==> src/sv/dfs_ram.sv <==
// generic single write port ram with registered read
module dfs_ram #(
  parameter int WIDTH = 8,
  parameter int DEPTH = 16
) (
  input  logic                                   clk,
  input  logic                                   we,
  input  logic [(DEPTH > 1 ? $clog2(DEPTH) : 1)-1:0] waddr,
  input  logic [WIDTH-1:0]                       wdata,
  input  logic                                   re,
  input  logic [(DEPTH > 1 ? $clog2(DEPTH) : 1)-1:0] raddr,
  output logic [WIDTH-1:0]                       rdata
);

  logic [WIDTH-1:0] mem [DEPTH];

  always_ff @(posedge clk) begin
    if (we) begin
      mem[waddr] <= wdata;
    end
    if (re) begin
      rdata <= mem[raddr];
    end
  end

endmodule

==> config.mk <==
export PLATFORM = sky130hd
export DESIGN_NAME = dfs_ram
export DESIGN_NICKNAME = d
export VERILOG_FILES = /design/src/sv/dfs_ram.sv
export SDC_FILE = /design/constraint.sdc
export NUM_CORES = 1
export LEC_CHECK = 0
export ABC_AREA = 1
export ABC_CLOCK_PERIOD_IN_PS = 1300
export BUFFER_PORTS_ARGS = -buffer_cell sky130_fd_sc_hd__buf_4
export CAP_MARGIN = 5
export CORE_UTILIZATION = 61
export DETAILED_ROUTE_END_ITERATION = 7
export PLACE_DENSITY = 0.76
export REMOVE_ABC_BUFFERS = 1
export SETUP_SLACK_MARGIN = 0.1
export SLEW_MARGIN = 15
export SYNTH_ARGS = -nofsm -noshare
export SYNTH_HDL_FRONTEND = slang
export SYNTH_SLANG_ARGS = --single-unit
==> constraint.sdc <==
create_clock -name clk -period 1.3 [get_ports clk]
set_clock_uncertainty 0.15 [all_clocks]
set_input_delay 0.13 -clock clk [delete_from_list [all_inputs] [get_ports clk]]
set_output_delay 0.13 -clock clk [all_outputs]
set_load 0.05 [all_outputs]
==> flow_metrics.py <==
metrics = {
    "routing": {
        "drt-initial-drc-count": 381,
        "drc": 0,
        "avgRoutedWirePerCell_microns": 19.1,
        "ant_nets": 0,
        "detail_route.wirelength_microns": 14400,
        "num_vias": 4207,
        "firstDrtPassIters": 5,
        "vias_per_cell": 5.58,
    },
    "critical_path": {
        "r2r_slack_ps": 40,
        "path_cells": "buf_6",
        "max_stage_delay_ps": 430,
        "critical-path-top-delay-family": "flip-flops",
        "critPathBufInv": 1,
        "worstPathArrival_ps": 1140,
        "slowest_stage": "edfxtp_1",
        "critical_path_required_ps": 1020,
        "crit_type": "reg2out",
        "cp-end-kind": "output port",
        "worstPathMaxFanout": 1,
        "startpoint_type": "register",
    },
    "pwr": {
        "combPwrFrac": 0.082,
        "cellInternalPower_w": 0.00834,
        "vdd_drop_max_mv": 1.02,
        "p_clk_frac": 0.454,
        "netSwitchingFraction": 0.223,
        "p_per_area_mw_per_mm2": 1450,
        "pwr-share-seq": 0.464,
        "switching_power_w": 0.00239,
        "p_leak_nw": 3.17,
    },
    "final_layout": {
        "multiInputGateArea_sq_mm": 0.00152,
        "syn_to_final_growth_pct": 26.1,
        "finalInstanceArea_sq_mm": 0.00737,
        "num-nets-final": 631,
        "layout-drive-gt1-share": 0.251,
        "register_area_sq_mm": 0.00408,
        "nFillCells": 508,
        "antenna_cells": 0,
        "post-route-util": 0.794,
    },
    "yosys": {
        "synth.avg_cell_area_sq_um": 10.6,
        "yosys_warnings": 0,
        "synthCells": 551,
        "synth_area_sq_mm": 0.00585,
        "ys_ff_latch": 136,
        "synth_cell_types": 11,
        "synth-seq-area-share": 0.698,
    },
    "global_routing": {
        "grt_pass1_wl_microns": 21800,
        "antenna_found_initial": 0,
        "grt_pass1_vias": 4080,
        "grt-ovfl-total": 0,
        "grt_max_degree": 33,
        "grtUsageTotal": 0.305,
    },
    "clocking": {
        "numCtsBuffers": 17,
        "cts_sinks": 136,
        "ctsRootBufferMaster": "clkbuf_8",
        "cts_max_level": 4,
        "cts.path.max_buffers": 2,
        "tritoncts": "yes",
        "insertion_delay_ps": 530,
        "clkTransAtPathRegs_ps": 60,
    },
    "timing": {
        "setup_viol": 8,
        "final-hold-violation-count": 0,
        "period_minus_slack_ps": 1420,
        "worstMarginPinSlew_ps": 810,
        "finalSetupTns_ps": -682,
        "drv_slew": 0,
        "period_share": 1.09,
        "fmaxAchievable_ghz": 0.704,
        "holdWs_ps": 65.7,
        "rsz0062_at_grt": "true",
        "layout_setup_ws_ps": -120,
        "max_slew_margin": 0.459,
    },
    "place": {
        "place_area_sq_mm": 0.00634,
        "place_congestion": 0.877,
        "io_buffer_count": 26,
        "dp_hpwl_microns": 7960,
    },
    "die": {
        "core_sq_mm": 0.00928,
        "ios": 27,
        "row_count": 35,
        "die_x_microns": 99.9,
        "die_h_microns": 99.9,
        "start_util": 0.630,
        "dieArea_sq_mm": 0.00998,
    },
    "job": {
        "maxCapViolations": 0,
    },
    "hold_path": {
        "hp-class": "in2reg",
    },
    "outcome": {
        "outcome": "complete, but fails checks",
        "violations": "setup timing",
    },
}
==> cells by family (layout without fill, tap and decap cells) <==
logic type,Yosys count,count (layout),synth area share
buf+inv,126,200,0.0939
flops,136,136,0.698
simple gates,289,289,0.208
==> state kept, by name, summed over array words and instances (netlist names) <==
| register | cells |
|---|---|
| rdata | 8 |
| mem | 128 |
==> path summary, 6_finish.rpt <==
kind             start        to  cells past startpoint
max reg2reg  mem[4][1]  rdata[1]                      6
min reg2reg  mem[6][5]  rdata[5]                      6
min           raddr[2]  rdata[0]                      6
max           rdata[2]  rdata[2]                      1
==> power groups by stage <==
stage	Sequential, W	Combinational (W)	Clock (W)
after detailed placement	0.00506	0.000725	0
after CTS	0.00498	0.000820	0.00487
final	0.00498	0.000878	0.00487
after global routing	0.00498	0.000935	0.00508
after global placement	0.00506	0.000712	0
after floorplan	0.00513	0.000265	0
==> cell usage after synthesis <==
master    count  share of area
nand2_1     173           0.11
edfxtp_1    136           0.70
inv_1       100          0.064
nand3_1      97          0.083
nor2_1       17          0.011
buf_2        13          0.011
buf_6         6          0.012
buf_4         4         0.0051
inv_2         2         0.0013
nand3b_1      2         0.0026
buf_1         1        0.00064
==> through the flow <==
stage / setup slack, ps / instances / total power [W]
after detailed placement: -200 / 712 / 0.00579
after global routing: -143 / 754 / 0.0110
after global placement: -192 / 712 / 0.00577
final: -120 / 754 / 0.0107
after floorplan: -101 / 527 / 0.00539
after CTS: -107 / 754 / 0.0107
==> placed cells by master (no fill, tap or decap), types with 3 or more instances in the layout <==
cell,count
clkinv_1,3
nand2_2,11
bufinv_16,4
buf_4,42
buf_12,6
clkinvlp_4,5
dlygate4sd3_1,10
nand3_2,56
inv_2,7
edfxtp_1,136
clkbuf_16,16
nand3_1,41
nand2_1,162
buf_6,8
nor2_1,17
inv_1,95
==> repair_timing <==
action | CTS | global route
hold endpoints to repair | 144 | 0
setup endpoints to repair | 16 | 16
pin swaps | 36 | 39
resized for setup | 43 | 37
hold buffers | 10 | 0
setup buffers | 0 | 0
==> metal layers <==
metal | routed length [microns] | global-route usage
met1 | 5630 | 0.412
met2 | 7140 | 0.485
met3 | 1150 | 0.0724
met4 | 452 | 0.119
met5 | 0 | 0
==> layout make-up <==
| cell class | count | area share |
|---|---|---|
| multi-input cells | 289 | 0.206 |
| flip-flops and latches | 136 | 0.554 |
| inverters | 102 | 0.0519 |
| repair buffers | 66 | 0.0848 |
| clock inverters | 13 | 0.0241 |
| clock buffers | 19 | 0.0572 |
| well taps | 129 | 0.0219 |
Note: power is estimated with default switching activity, not from simulation.
